<file path="config.mk">
export PLATFORM = sky130hd
export DESIGN_NAME = register_write_batch_varint_packer
export DESIGN_NICKNAME = d
export VERILOG_FILES = /design/src/sv/rwbvp_pkg.sv /design/src/sv/rwbvp_front.sv /design/src/sv/rwbvp_queue.sv /design/src/sv/rwbvp_back.sv /design/src/sv/register_write_batch_varint_packer.sv
export SDC_FILE = /design/constraint.sdc
export NUM_CORES = 1
export LEC_CHECK = 0
export BUFFER_PORTS_ARGS = -buffer_cell sky130_fd_sc_hd__buf_2
export CORE_ASPECT_RATIO = 1.5
export CORE_MARGIN = 3
export CORE_UTILIZATION = 48
export DETAILED_ROUTE_END_ITERATION = 10
export HOLD_SLACK_MARGIN = 0.15
export PLACE_DENSITY = 0.67
export SYNTH_ARGS = -nofsm -noshare
export SYNTH_HDL_FRONTEND = slang
export SYNTH_HIERARCHICAL = 1
export SYNTH_SLANG_ARGS = --single-unit
</file>
<file path="constraint.sdc">
create_clock -name i_clk -period 4 [get_ports i_clk]
set_input_delay 1 -clock i_clk [delete_from_list [all_inputs] [get_ports i_clk]]
set_output_delay 1 -clock i_clk [all_outputs]
set_load 0.01 [all_outputs]
</file>
<file path="src/sv/rwbvp_pkg.sv">
// ----------------------------------------------------------------------------
// rwbvp_pkg
// Shared types and constants of the register write batch varint packer.
// ----------------------------------------------------------------------------
`default_nettype none

package rwbvp_pkg;

    localparam int BATCH_DEPTH_DEF = 8;   // buffered writes per batch
    localparam int QUEUE_DEPTH     = 2;   // command queue between front and back

    localparam int VAL_W   = 32;          // widest value sent as a varint
    localparam int GROUP_W = 7;           // payload bits per encoded byte
    localparam int ADDR_W  = 8;
    localparam int DATA_W  = 8;

    // one classified command handed from front to back
    typedef struct packed {
        logic              is_flush;
        logic [ADDR_W-1:0] addr;
        logic [DATA_W-1:0] data;
        logic [VAL_W-1:0]  samples;
    } t_cmd;

endpackage

`default_nettype wire

</file>
<file path="src/sv/rwbvp_front.sv">
// ----------------------------------------------------------------------------
// rwbvp_front
// Input stage: takes stream items, turns them into commands and drops
// delays of zero samples.
// ----------------------------------------------------------------------------
`default_nettype none

module rwbvp_front (
    input  wire logic               i_clk,
    input  wire logic               i_rst_n,
    input  wire logic               i_tvalid,
    output logic                    o_tready,
    input  wire logic               i_req_type,
    input  wire logic [7:0]         i_reg_addr,
    input  wire logic [7:0]         i_reg_value,
    input  wire logic [31:0]        i_wait_samples,
    output logic                    o_cmd_valid,
    input  wire logic               i_cmd_ready,
    output rwbvp_pkg::t_cmd         o_cmd
);

    logic            r_valid;
    rwbvp_pkg::t_cmd r_cmd;
    logic            take;
    logic            keep;

    assign o_tready    = !r_valid || i_cmd_ready;
    assign take        = i_tvalid && o_tready;
    // a zero delay changes nothing downstream
    assign keep        = !i_req_type || (i_wait_samples != '0);
    assign o_cmd_valid = r_valid;
    assign o_cmd       = r_cmd;

    always_ff @(posedge i_clk) begin
        if (!i_rst_n) begin
            r_valid <= 1'b0;
        end else if (take) begin
            r_valid <= keep;
        end else if (i_cmd_ready) begin
            r_valid <= 1'b0;
        end
    end

    always_ff @(posedge i_clk) begin
        if (take) begin
            r_cmd.is_flush <= i_req_type;
            r_cmd.addr     <= i_reg_addr;
            r_cmd.data     <= i_reg_value;
            r_cmd.samples  <= i_wait_samples;
        end
    end

endmodule

`default_nettype wire

</file>
<file path="src/sv/rwbvp_queue.sv">
// ----------------------------------------------------------------------------
// rwbvp_queue
// Short command queue that decouples the input stage from the packer.
// ----------------------------------------------------------------------------
`default_nettype none

module rwbvp_queue (
    input  wire logic               i_clk,
    input  wire logic               i_rst_n,
    input  wire logic               i_push,
    output logic                    o_ready,
    input  wire rwbvp_pkg::t_cmd    i_cmd,
    output logic                    o_valid,
    input  wire logic               i_pop,
    output rwbvp_pkg::t_cmd         o_cmd
);

    localparam int DEPTH = rwbvp_pkg::QUEUE_DEPTH;
    localparam int PTR_W = (DEPTH > 1) ? $clog2(DEPTH) : 1;
    localparam int CNT_W = $clog2(DEPTH + 1);

    rwbvp_pkg::t_cmd  r_mem [DEPTH];
    logic [PTR_W-1:0] r_wr_ptr;
    logic [PTR_W-1:0] r_rd_ptr;
    logic [CNT_W-1:0] r_level;
    logic             do_push;
    logic             do_pop;

    assign o_ready = (r_level != CNT_W'(DEPTH));
    assign o_valid = (r_level != '0);
    assign o_cmd   = r_mem[r_rd_ptr];
    assign do_push = i_push && o_ready;
    assign do_pop  = i_pop && o_valid;

    always_ff @(posedge i_clk) begin
        if (do_push) begin
            r_mem[r_wr_ptr] <= i_cmd;
        end
    end

    always_ff @(posedge i_clk) begin
        if (!i_rst_n) begin
            r_wr_ptr <= '0;
            r_rd_ptr <= '0;
            r_level  <= '0;
        end else begin
            if (do_push) begin
                r_wr_ptr <= (r_wr_ptr == PTR_W'(DEPTH - 1)) ? '0 : r_wr_ptr + 1'b1;
            end
            if (do_pop) begin
                r_rd_ptr <= (r_rd_ptr == PTR_W'(DEPTH - 1)) ? '0 : r_rd_ptr + 1'b1;
            end
            if (do_push && !do_pop) begin
                r_level <= r_level + 1'b1;
            end else if (do_pop && !do_push) begin
                r_level <= r_level - 1'b1;
            end
        end
    end

endmodule

`default_nettype wire

</file>
<file path="src/sv/rwbvp_back.sv">
// ----------------------------------------------------------------------------
// rwbvp_back
// Packer: buffers register writes and, on a flush, serializes count, writes
// and sample count as 7-bit little-endian varints, one byte per cycle unless stalled.
// ----------------------------------------------------------------------------
`default_nettype none

module rwbvp_back #(
    parameter int BATCH_DEPTH = rwbvp_pkg::BATCH_DEPTH_DEF
) (
    input  wire logic               i_clk,
    input  wire logic               i_rst_n,
    input  wire logic               i_cmd_valid,
    output logic                    o_cmd_pop,
    input  wire rwbvp_pkg::t_cmd    i_cmd,
    output logic                    o_tvalid,
    input  wire logic               i_tready,
    output logic [7:0]              o_out_byte,
    output logic                    o_last,
    output logic                    o_overflow
);

    localparam int CNT_W   = $clog2(BATCH_DEPTH + 1);
    localparam int IDX_W   = (BATCH_DEPTH > 1) ? $clog2(BATCH_DEPTH) : 1;
    localparam int VAL_W   = rwbvp_pkg::VAL_W;
    localparam int GROUP_W = rwbvp_pkg::GROUP_W;
    localparam int ENT_W   = rwbvp_pkg::ADDR_W + rwbvp_pkg::DATA_W;

    localparam logic [1:0] S_IDLE = 2'd0;
    localparam logic [1:0] S_WAIT = 2'd1;   // lets the first entry read settle
    localparam logic [1:0] S_EMIT = 2'd2;

    localparam logic [1:0] SEL_COUNT = 2'd0;
    localparam logic [1:0] SEL_ADDR  = 2'd1;
    localparam logic [1:0] SEL_DATA  = 2'd2;
    localparam logic [1:0] SEL_SAMP  = 2'd3;

    logic [ENT_W-1:0]   r_mem [BATCH_DEPTH];
    logic [ENT_W-1:0]   r_rd_data;

    logic [1:0]         r_state, n_state;
    logic [1:0]         r_sel, n_sel;
    logic [VAL_W-1:0]   r_val, n_val;
    logic [VAL_W-1:0]   r_samples, n_samples;
    logic [7:0]         r_hold, n_hold;
    logic [CNT_W-1:0]   r_count, n_count;
    logic [CNT_W-1:0]   r_left, n_left;
    logic [IDX_W-1:0]   r_idx, n_idx;
    logic               r_ovf, n_ovf;

    logic               r_out_valid;
    logic [7:0]         r_out_byte;
    logic               r_out_last;
    logic               r_out_ovf;

    logic               wr_en;
    logic               load;
    logic               fin;
    logic [VAL_W-1:0]   rest;

    assign rest = r_val >> GROUP_W;
    assign fin  = (rest == '0);
    assign load = (r_state == S_EMIT) && (!r_out_valid || i_tready);

    assign o_tvalid   = r_out_valid;
    assign o_out_byte = r_out_byte;
    assign o_last     = r_out_last;
    assign o_overflow = r_out_ovf;

    always_ff @(posedge i_clk) begin
        if (wr_en) begin
            r_mem[r_count[IDX_W-1:0]] <= {i_cmd.addr, i_cmd.data};
        end
        r_rd_data <= r_mem[r_idx];
    end

    always_comb begin
        n_state   = r_state;
        n_sel     = r_sel;
        n_val     = r_val;
        n_samples = r_samples;
        n_hold    = r_hold;
        n_count   = r_count;
        n_left    = r_left;
        n_idx     = r_idx;
        n_ovf     = r_ovf;
        wr_en     = 1'b0;
        o_cmd_pop = 1'b0;
        case (r_state)
            S_IDLE: begin
                if (i_cmd_valid) begin
                    o_cmd_pop = 1'b1;
                    if (!i_cmd.is_flush) begin
                        if (r_count < CNT_W'(BATCH_DEPTH)) begin
                            wr_en   = 1'b1;
                            n_count = r_count + 1'b1;
                        end else begin
                            n_ovf = 1'b1;
                        end
                    end else begin
                        n_samples = i_cmd.samples;
                        n_val     = VAL_W'(r_count);
                        n_left    = r_count;
                        n_sel     = SEL_COUNT;
                        n_state   = S_WAIT;
                    end
                end
            end
            S_WAIT: begin
                n_state = S_EMIT;
            end
            S_EMIT: begin
                if (load) begin
                    if (!fin) begin
                        n_val = rest;
                    end else begin
                        case (r_sel)
                            SEL_COUNT: begin
                                if (r_left == '0) begin
                                    n_sel = SEL_SAMP;
                                    n_val = r_samples;
                                end else begin
                                    n_sel  = SEL_ADDR;
                                    n_val  = VAL_W'(r_rd_data[ENT_W-1:rwbvp_pkg::DATA_W]);
                                    n_hold = r_rd_data[rwbvp_pkg::DATA_W-1:0];
                                    if (r_left > CNT_W'(1)) begin
                                        n_idx = r_idx + 1'b1;
                                    end
                                end
                            end
                            SEL_ADDR: begin
                                n_sel = SEL_DATA;
                                n_val = VAL_W'(r_hold);
                            end
                            SEL_DATA: begin
                                n_left = r_left - 1'b1;
                                if (r_left == CNT_W'(1)) begin
                                    n_sel = SEL_SAMP;
                                    n_val = r_samples;
                                end else begin
                                    n_sel  = SEL_ADDR;
                                    n_val  = VAL_W'(r_rd_data[ENT_W-1:rwbvp_pkg::DATA_W]);
                                    n_hold = r_rd_data[rwbvp_pkg::DATA_W-1:0];
                                    if (r_left > CNT_W'(2)) begin
                                        n_idx = r_idx + 1'b1;
                                    end
                                end
                            end
                            SEL_SAMP: begin
                                n_state = S_IDLE;
                                n_count = '0;
                                n_idx   = '0;
                            end
                            default: begin
                                n_state = S_IDLE;
                            end
                        endcase
                    end
                end
            end
            default: begin
                n_state = S_IDLE;
            end
        endcase
    end

    always_ff @(posedge i_clk) begin
        if (!i_rst_n) begin
            r_state   <= S_IDLE;
            r_sel     <= SEL_COUNT;
            r_count   <= '0;
            r_left    <= '0;
            r_idx     <= '0;
            r_ovf     <= 1'b0;
            r_out_valid <= 1'b0;
            r_out_ovf <= 1'b0;
        end else begin
            r_state <= n_state;
            r_sel   <= n_sel;
            r_count <= n_count;
            r_left  <= n_left;
            r_idx   <= n_idx;
            r_ovf   <= n_ovf;
            if (load) begin
                r_out_valid <= 1'b1;
                r_out_ovf   <= r_ovf;
            end else if (i_tready) begin
                r_out_valid <= 1'b0;
            end
        end
    end

    always_ff @(posedge i_clk) begin
        r_val     <= n_val;
        r_samples <= n_samples;
        r_hold    <= n_hold;
        if (load) begin
            r_out_byte <= {fin, r_val[GROUP_W-1:0]};
            r_out_last <= fin && (r_sel == SEL_SAMP);
        end
    end

endmodule

`default_nettype wire

</file>
<file path="src/sv/register_write_batch_varint_packer.sv">
// ----------------------------------------------------------------------------
// register_write_batch_varint_packer
// Batches register writes and packs each batch as a varint byte burst.
// ----------------------------------------------------------------------------
// A write item is stored in the batch buffer at the edge where it leaves the
// command queue; a write into a full buffer is dropped and sets the sticky
// overflow flag (tuser on the output). A delay item with a nonzero sample
// count sends the burst: write count, address and data of each write (oldest
// first), then the sample count, each as 7-bit groups with the low group
// first and bit 7 set on a value's final byte; tlast marks the final byte.
// A burst leaves one byte per cycle out of the output register while the
// receiver does not stall. A zero delay is discarded at the input.
// The input stays open while a burst is sent until the two-entry command
// queue and the input register are full.
`default_nettype none

module register_write_batch_varint_packer #(
    parameter int BATCH_DEPTH = rwbvp_pkg::BATCH_DEPTH_DEF
) (
    input  wire logic        i_clk,
    input  wire logic        i_rst_n,
    input  wire logic        i_s_axis_tvalid,
    output logic             o_s_axis_tready,
    input  wire logic [47:0] i_s_axis_tdata,   // reg_addr, reg_value, wait_samples
    input  wire logic        i_s_axis_tuser,   // req_type
    output logic             o_m_axis_tvalid,
    input  wire logic        i_m_axis_tready,
    output logic [7:0]       o_m_axis_tdata,   // out_byte
    output logic             o_m_axis_tlast,
    output logic             o_m_axis_tuser    // overflow
);

    logic            front_valid;
    logic            queue_ready;
    rwbvp_pkg::t_cmd front_cmd;
    logic            queue_valid;
    logic            queue_pop;
    rwbvp_pkg::t_cmd queue_cmd;

    rwbvp_front u_front (
        .i_clk          (i_clk),
        .i_rst_n        (i_rst_n),
        .i_tvalid       (i_s_axis_tvalid),
        .o_tready       (o_s_axis_tready),
        .i_req_type     (i_s_axis_tuser),
        .i_reg_addr     (i_s_axis_tdata[7:0]),
        .i_reg_value    (i_s_axis_tdata[15:8]),
        .i_wait_samples (i_s_axis_tdata[47:16]),
        .o_cmd_valid    (front_valid),
        .i_cmd_ready    (queue_ready),
        .o_cmd          (front_cmd)
    );

    rwbvp_queue u_queue (
        .i_clk   (i_clk),
        .i_rst_n (i_rst_n),
        .i_push  (front_valid),
        .o_ready (queue_ready),
        .i_cmd   (front_cmd),
        .o_valid (queue_valid),
        .i_pop   (queue_pop),
        .o_cmd   (queue_cmd)
    );

    rwbvp_back #(
        .BATCH_DEPTH (BATCH_DEPTH)
    ) u_back (
        .i_clk       (i_clk),
        .i_rst_n     (i_rst_n),
        .i_cmd_valid (queue_valid),
        .o_cmd_pop   (queue_pop),
        .i_cmd       (queue_cmd),
        .o_tvalid    (o_m_axis_tvalid),
        .i_tready    (i_m_axis_tready),
        .o_out_byte  (o_m_axis_tdata),
        .o_last      (o_m_axis_tlast),
        .o_overflow  (o_m_axis_tuser)
    );

endmodule

`default_nettype wire

</file>
[After elaboration in Yosys (flattened, before gate mapping)]
Memories as Yosys holds them, arrays and structs flattened. A register that Yosys moved wholly into a read port is not among the register bits.
Index checks and enable logic that the tools add are counted.
Word-level totals
  flip-flop bits (word level): 153
  memory bits (writable): 226
  output and inout bits: 12
  logic and storage cells: 155
  memories kept: 2
Memory list
  u_back.r_mem: words 8, width 16, read ports 1, clocked after Yosys merged registers in 1, wr ports 1, line rwbvp_back.sv:38  | logic [ENT_W-1:0] r_mem [BATCH_DEPTH];
  u_queue.r_mem: words 2, width 49, read ports 1, clocked after Yosys merged registers in 1, wr ports 1, line rwbvp_queue.sv:22  | rwbvp_pkg::t_cmd r_mem [DEPTH];
Cells by class
  $add $sub $neg: 7
  order comparisons: 3
  eq/ne operators: 21
  multiplexer cells: 63
  bitwise operators: 2
  reduce and logical (&&, ||, !) cells: 36
Operator list (count)
  32-bit two-way mux: 6
  32-bit one-hot mux with 3 select lines: 1
  32-bit one-hot mux with 2 select lines: 1
  4-bit two-way mux: 11
  32-bit logical NOT: 1
  32-bit nonzero test: 1
  2-bit two-way mux: 13
  1-bit two-way mux: 18
  6-bit AND reduction: 3
  8-bit two-way mux: 2
  4-bit one-hot mux with 2 select lines: 2
  8-bit one-hot mux with 2 select lines: 1
  2-bit inequality test (second input constant): 7
  3-bit two-way mux: 4
  2-bit by 1-bit inequality test with 1-bit output (second input constant): 6
  2-bit one-hot mux with 3 select lines: 2
  2-bit nonzero test: 6
  5-bit AND reduction: 2
  3-bit one-hot mux with 3 select lines: 1
  8-bit AND reduction: 1
  1-bit logical AND: 7
  7-bit AND reduction: 1
  2-bit == test (second input constant): 3
  1-bit logical NOT: 5
  21 further kinds: 27

[Logic depth before layout (Yosys ltp)]
Gate-level depths: netlist of run 1.
  depth after elaboration: 7
  mapped depth: 8
  mapped depth without buffers: 8

[Hierarchy]
The synthesis of run 1 kept the hierarchy.
By module, submodules not included
  rwbvp_back: instances 1, cells an instance 565, area an instance 9446.6 um2, seq. area each 6956.7 um2
  rwbvp_queue: instances 1, cells an instance 176, area an instance 3771.1 um2, seq. area each 3042.9 um2
  rwbvp_front: instances 1, cells an instance 66, area an instance 1616.6 um2, seq. area each 1491.4 um2

[Least setup slack after synthesis of run 1]
OpenSTA, ideal clock, no wires.
  path type: input-to-reg
  start point: in i_m_axis_tready
  end point: reg u_back.r_val[0] (enable)
  arrival: 3610 ps
  slack: -80 ps
  stages: 3
  cells stage by stage: nor2b_1 o21bai_1 a21boi_0
On the way
  cells in the longest elaborated chain, start to end: 4
RTL lines
  start, declared: line register_write_batch_varint_packer.sv:27  | input wire logic i_m_axis_tready,
  1-bit logical OR: line rwbvp_back.sv:63  | assign load = (r_state == S_EMIT) && (!r_out_valid || i_tready);
  1-bit logical AND: line rwbvp_back.sv:63
  2-bit by 1-bit inequality test with 1-bit output (no line)
  5-bit AND reduction (no line)
  end signal, assigned: line rwbvp_back.sv:194  | r_val <= n_val;
  end, declared: line rwbvp_back.sv:43  | logic [VAL_W-1:0] r_val, n_val;
No other way between the ends.
A chain may end at the register's enable or synchronous reset.

[Final worst setup path of run 1]
  start point: reg u_back.r_sel[1]
  end point: reg u_back.r_val[29] (enable)
On the way
  cells in the longest elaborated chain, start to end: 3
  elaborated cells between the ends (all ways): 5
RTL lines
  start, declared: line rwbvp_back.sv:42  | logic [1:0] r_sel, n_sel;
  start signal, assigned: line rwbvp_back.sv:179  | r_sel <= n_sel;
  2-bit by 1-bit == test with 1-bit output (tied with other cells): line rwbvp_back.sv:117  | case (r_sel)
  5-bit inequality test (no line) (*)
  5-bit AND reduction (no line) (*)
Mark *: on every way between the ends. The rest lies on a longest branch, timed or not.

==> results of run 1 <==
## flip-flops by register name, summed over array words and instances, names as in the netlist, 2 cells and up, named ones only
register and count:
u_back/r_rd_data 16, u_back/r_val 32, u_back/r_idx 3, u_queue/r_mem 98, u_back/r_left 4, u_front/o_cmd 49
u_back/r_state 2, u_back/r_count 4, u_back/r_sel 2, u_back/o_out_byte 8, u_back/r_mem 128, u_back/r_hold 8
u_back/r_samples 32, u_queue/r_level 2
## worst max-delay path by stage
stage / start / endpoint / slack (ns) / cells after the start
after floorplan: i_m_axis_tready / u_back/r_hold[0]$_DFFE_PP_ / 0.41 / 4
after global placement: i_m_axis_tready / u_back/r_val[26]$_SDFFCE_PP0P_ / 1.16 / 5
after detailed placement: i_m_axis_tready / u_back/r_val[29]$_SDFFCE_PP0P_ / 1.12 / 5
after CTS: u_back/r_sel[0]$_SDFFE_PN0P_ / u_back/r_val[29]$_SDFFCE_PP0P_ / 1.34 / 6
after global routing: u_back/r_sel[0]$_SDFFE_PN0P_ / u_back/r_val[23]$_SDFFCE_PP0P_ / 1.11 / 6
final: u_back/r_sel[1]$_SDFFE_PN0P_ / u_back/r_val[29]$_SDFFCE_PP0P_ / 1.38 / 6
## power by group through the flow
stage	sequential, W	clock (W)	combinational [W]
3_3_place_gp	0.00560	0	0.00135
2_1_floorplan	0.00554	0	0.000970
3_5_place_dp	0.00562	0	0.00139
4_1_cts	0.00554	0.00336	0.00140
5_1_grt	0.00558	0.00352	0.00152
6_report	0.00554	0.00328	0.00137
## synthesized netlist by cell type (all sizes together), types with 8 or more instances
cell and number:
a211o 9, a21oi 28, and3 9, buf 16, clkbuf 18, dfxtp 40, edfxtp 356, ha 11
mux2 66, mux2i 12, mux4 32, nand2 25, nand2b 8, nor2 46, nor2b 12, nor3 13
nor4 13, o211ai 8, o21ai 11
## final cells by class
class	count	area (sq um)
Inverter	10	37.5
Multi-Input combinational cell	367	3200
Clock inverter	14	143
Timing Repair Buffer	86	485
Sequential cell	396	11500
Fill cell	2276	13500
Tap cell	400	500
Clock buffer	49	981
## layer usage
| layer | global-route usage [%] | vias to the layer above |
|---|---|---|
| met5 | 0 | - |
| li1 | - | 3349 |
| met1 | 21.5 | 3690 |
| met2 | 27.6 | 164 |
| met4 | 5.88 | 0 |
| met3 | 2.60 | 38 |
## worst max-delay path, delay by kind of cell (launching register included)
kind / cells / cell delay, ns
AO/OA/AOI/OAI: 2 / 0.94
flip-flops: 1 / 0.33
AND/OR/NAND/NOR: 1 / 0.26
buffers and inverters: 2 / 0.41
adder cells (fa/ha/maj): 1 / 0.37
## stage by stage
step | util (%) | cells | setup WS (ns)
final | 55.5 | 1322 | 1.38
after global routing | 55.5 | 1322 | 1.11
after detailed placement | 51.8 | 1259 | 1.12
after CTS | 55.5 | 1322 | 1.34
after floorplan | - | 807 | 0.409
after global placement | 51.8 | 1259 | 1.16
## kinds of logic (layout without fill, tap and decap cells)
kind of cell | count (synthesis) | after routing
flops | 396 | 396
buf+inv | 44 | 159
xor+xnor | 3 | 3
mux | 110 | 110
simple gates | 158 | 158
fa+ha+maj | 11 | 11
compound gates | 85 | 85
==> impl_results.md, run 1 <==
- Slowest-stage cell, CP: a21boi_2
- CP startpoint kind: flip-flop
- Sw frac: 23.9%
- Via count: 7241
- Detailed Route Iter0 Violations: 506
- Mux contribution to synthesized area: 10.7%
- NetSw: 0.00243 W
- Initial antenna violation count: 0
- Synth cell types: 59
- Syn Std Cell Area: 0.0148 sq mm
- Slew headroom: 23.9%
- F_max: 382 MHz
- Largest cells by area after synthesis: edfxtp_1, dfxtp_1, mux2_2, mux4_2, nor2_1
- Crit path cell chain: inv_1 > ha_1 > or3_1 > o21bai_1 > a21boi_2 > buf_4
- Leakage power: 5.54 nW
- Final setup viols: 0
- P_int: 0.00775 W
- Post-synthesis cell count: 807
- Worst hold stages: 0
- Residual DRC: 0
- Vias in the first global route: 7394
- Number of nets in the layout: 961
- Prevailing post-synth register cell: edfxtp_1
- Final Hold Vio Count: 0
- CTS tree: done
- # Post-CTS Setup Buffers: 0
- Met2 WL post-DR: 13600 microns
- GR Overflow Total: 0
- Row count: 78
- First-pass DRT Iterations: 5
- Worst-case vdd ir drop: 0.000446 V
- Mapped Nets: 871
- Htree depth: 2
- Worst-skew pair later-pin latency: 0.51 ns
- CTS Hold Buffers Added: 0
- Layout cell share with drive strength beyond 1: 27.5%
- CTS Buf Count: 36
- Post-Synth Simple-Gate Area: 5.69%
- Tightest Pin Transition: 1.14 ns
- Synth-to-layout area growth: 13.5%
- Root Buffer: clkbuf_16
- Worst Hold End: u_back/r_hold[2]$_DFFE_PP_
- First-pass GRT wire length: 41600 microns
- Setup Total Neg Slack: 0 ns
- Total Power: 0.0102 W
- EDFF count, synth: 356
- Initial Util: 48.9%
- All-Layer GR Usage: 16.3%
- Core area: 0.0304 sq mm
- Post-layout min period: 2.62 ns
- Routed WL: 26300 microns
- XOR/XNOR Fraction of Synth Area: 0.177%
- Syn Area/Cell: 18.4 sq um
- Final Skew: 0.0115 ns
- Synth top area share: 72.1%
- Synth Warn #: 6
- Ports: 65
- Flops & latches, synth: 396
- Max Slew Vio Count: 0
- Final critical-path share of the clock period: 65.5%
- Largest family of logic cells by synthesized area: multiplexers
- Worst R2R End: u_back/r_val[29]$_SDFFCE_PP0P_
- Clock Power Share: 32.2%
- Remaining antenna violation count: 0
- Hold path startpoint: u_back/r_rd_data[2]$_DFF_P_
- Most common cell after layout, fill and taps aside: edfxtp_1
- Worst Path Arrival: 2.84 ns
- CP required: 4.22 ns
- Die width: 150 microns
- Reg2reg setup slack: 1.38 ns
- Synth Area in Compound Gates: 3.79%
- CTS resizes: 0
- Fin Hold WS: 0.406 ns
- Sequential power share: 54.4%
- Wire per inst: 19.9 microns
- Wl on met1: 10900 microns
- Vias per cell: 5.48
- Unrepaired setup endpoints after global routing: false
- Fraction of the mapped netlist area in adder cells: 0.928%
- Ys async rst share: 0%
- PD cells: 605 mW/mm^2
- R2R depth: 6
- N_diodes: 0
- Largest net degree at the start of global routing: 50
- Die Span Y: 221 microns
- Synth area leader: edfxtp_1
- Detail Placement HPWL: 16400 microns
- Max Root-Sink Buffers: 3
- Clock-pin slew on the worst setup and hold paths: 0.06 ns
- CP max FO: 21
- Most frequent cells in the layout: edfxtp_1, mux2_2, buf_2
- DR top layer: met4
- DP Area: 0.0157 sq mm
- Hold crit path type: reg2reg
- Max Cap Violations: 0
- Slowest Stage Delay on Critical Path: 0.84 ns
- RD Place Congestion: 0.813
- Routed wl met3: 983 microns
- Clk sinks: 396
- Post-route cell area: 0.0168 sq mm
- Status: finished, final reports clean
- Logic gate share of total power: 13.4%
- Worst Setup End Kind: flip-flop
- Worst r2r src: u_back/r_sel[1]$_SDFFE_PN0P_
- WS Path Type: reg2reg
- Sequential-to-total area share from yosys stat: 77.5%
- Die area: 0.0331 sq mm
- PortBufs: 64
(Power assumes the default switching activity.)
==> inputs of run 2 (changes only) <==
--- a/config.mk
+++ b/config.mk
@@ -11,7 +11,6 @@
 export CORE_UTILIZATION = 48
 export DETAILED_ROUTE_END_ITERATION = 10
 export HOLD_SLACK_MARGIN = 0.15
-export PLACE_DENSITY = 0.67
 export SYNTH_ARGS = -nofsm -noshare
 export SYNTH_HDL_FRONTEND = slang
 export SYNTH_HIERARCHICAL = 1
==> constraint.sdc (replaced) <==
create_clock -name i_clk -period 2.7 [get_ports i_clk]
set_input_delay 0.675 -clock i_clk [delete_from_list [all_inputs] [get_ports i_clk]]
set_output_delay 0.675 -clock i_clk [all_outputs]
set_load 0.01 [all_outputs]
==> run 2 against run 1 <==
Against the previous run: register-to-register slack worse by 1.1 ns; combinational power is 53% higher; final area is 1.0% higher; fmax is 8.8% higher; sequential share of layout area is 0.68 points lower; critical endpoint is now u_back/r_mem[1][9]$_DFFE_PP_; core utilization is 0.56 points higher; final cell count is 0.83% higher; first-iteration DRC count is 19% higher; total power is 51% higher; routed wire length is 5.6% higher; non-clock buffer count is 7 higher.
==> impl_results.md, run 2 (synthesis gave the netlist of run 1 again) <==
- PD cells: 903 mW/mm^2
- Biggest register: u_back/r_mem
- Max reg flops: 128
- DP Area: 0.0158 sq mm
- Final critical-path share of the clock period: 89.2%
- PortBufs: 64
- Initial Util: 48.9%
- Final std cells w/o fill: 1333
- # Post-CTS Setup Buffers: 0
- Synth-to-layout area growth: 14.7%
- Core area: 0.0304 sq mm
- Root Buffer: clkbuf_16
- Most frequent cells in the layout: edfxtp_1, mux2_2, buf_2
- CP startpoint kind: flip-flop
- Final Skew: 0.0149 ns
- Most common cell after layout, fill and taps aside: edfxtp_1
- Max Root-Sink Buffers: 3
- CTS Hold Buffers Added: 0
- Unrepaired setup endpoints after global routing: false
- Clk sinks: 396
- Detailed Route Iter0 Violations: 600
- Row count: 78
- First-pass DRT Iterations: 4
- Place WS: 0.275 ns
- Hold crit path type: in2reg
- First-pass GRT wire length: 43200 microns
- Residual DRC: 0
- Setup ws final: 0.290 ns
- Vias per cell: 5.42
- Ports: 65
- WS Path Type: reg2reg
- Crit path cell chain: or2_2 > or3b_2 > or3_1 > nor3_2 > buf_4
- Die area: 0.0331 sq mm
- CTS resizes: 0
- All-Layer GR Usage: 17.1%
- Worst R2R End: u_back/r_mem[1][9]$_DFFE_PP_
- Worst r2r src: u_queue/r_level[0]$_SDFFE_PN0P_
- Worst Hold End: u_front/o_cmd[40]$_DFFE_PP_
- Largest net degree at the start of global routing: 50
- Via count: 7224
- Worst Path Arrival: 2.62 ns
- Reg2reg setup slack: 0.29 ns
- CTS tree: done
- Final setup viols: 0
- Number of nets in the layout: 969
- Final Hold Vio Count: 0
- Leakage power: 5.62 nW
- CP required: 2.91 ns
- Slowest-stage cell, CP: or3_1
- Layout cell share with drive strength beyond 1: 29.0%
- CP max FO: 16
- Slowest Stage Delay on Critical Path: 0.50 ns
- Worst hold stages: 1
- Initial antenna violation count: 0
- Worst Setup End Kind: flip-flop
- Worst-case vdd ir drop: 0.000569 V
- Total Power: 0.0154 W
- CTS Buf Count: 37
- Remaining antenna violation count: 0
- Max Cap Violations: 0
- RD Place Congestion: 0.833
- Status: finished, final reports clean
- Wire per inst: 20.8 microns
- Die width: 150 microns
- GR Overflow Total: 0
- F_max: 415 MHz
- R2R depth: 5
- Htree depth: 2
- N_diodes: 0
- Critical Path Start: u_queue/r_level[0]$_SDFFE_PN0P_
- Vias in the first global route: 7656
- Clock-pin slew on the worst setup and hold paths: 0.06 ns
- Placed instance count: 1266
- Worst-skew pair later-pin latency: 0.53 ns
- Max Slew Vio Count: 0
- Detail Placement HPWL: 18500 microns
- Slew headroom: 39.4%
- Tightest Pin Transition: 0.908 ns
- Post-route cell area: 0.0170 sq mm
- Routed WL: 27700 microns
- Die Span Y: 221 microns
- Post-layout min period: 2.41 ns
- Hold path startpoint: i_s_axis_tdata[0]
[run 2: cell types whose count changed in the layout (fill, tap and decap cells not counted), moves of 2 or more]
| cell | previous run | this run |
|---|---|---|
| clkinv_2 | 3 | 8 |
| buf_4 | 22 | 25 |
| clkinv_8 | 0 | 2 |
| clkbuf_1 | 11 | 5 |
| buf_12 | 0 | 4 |
[run 2: critical path: cells and delay by family (launching register included)]
kind,cells,cell delay (ns)
DFF,1,0.43
buffers and inverters,1,0.29
and+or+nand+nor,4,1.38
[run 2: metal layers]
metal  vias to the layer above  global-route usage [%]  routed length (microns)
met4                         0                    6.53                      923
li1                       3365                       -                        -
met1                      3613                    22.2                    11300
met2                       187                    28.9                    14400
met5                         -                       0                        0
met3                        59                    2.97                     1130
[run 2: stage by stage]
| step | hold slack, ns | utilization [%] | setup TNS (ns) |
|---|---|---|---|
| floorplan | 0.386 | - | -18.26 |
| global placement | 0.404 | 52.1 | 0 |
| detailed placement | 0.396 | 52.1 | 0 |
| CTS | 0.285 | 56.0 | 0 |
| global route | 0.288 | 56.1 | 0 |
| finish | 0.315 | 56.1 | 0 |
[run 2: where the power goes]
group / internal [W] / leakage, nW / switching [W]
logic: 0.000821 / 1.43 / 0.00126
registers: 0.00786 / 3.61 / 0.000404
clock network: 0.00285 / 0.576 / 0.00216
total: 0.0115 / 5.62 / 0.00383
[run 2: worst max-delay path by stage]
stage,slack [ns],endpoint
5_1_grt,0.17,u_back/r_val[9]$_SDFFCE_PP0P_
2_1_floorplan,-0.35,u_back/r_mem[1][0]$_DFFE_PP_
3_5_place_dp,0.28,u_back/r_mem[1][6]$_DFFE_PP_
6_report,0.29,u_back/r_mem[1][9]$_DFFE_PP_
4_1_cts,0.28,u_back/r_mem[1][9]$_DFFE_PP_
3_3_place_gp,0.36,u_back/r_mem[0][6]$_DFFE_PP_
[run 2: layout make-up]
cell class,instances,area [sq um]
Clock buffer,45,997
Clock inverter,22,186
Timing Repair Buffer,93,588
Tap cell,400,500
Inverter,10,37.5
Sequential cell,396,11500
Multi-Input combinational cell,367,3210
Fill cell,2277,13300
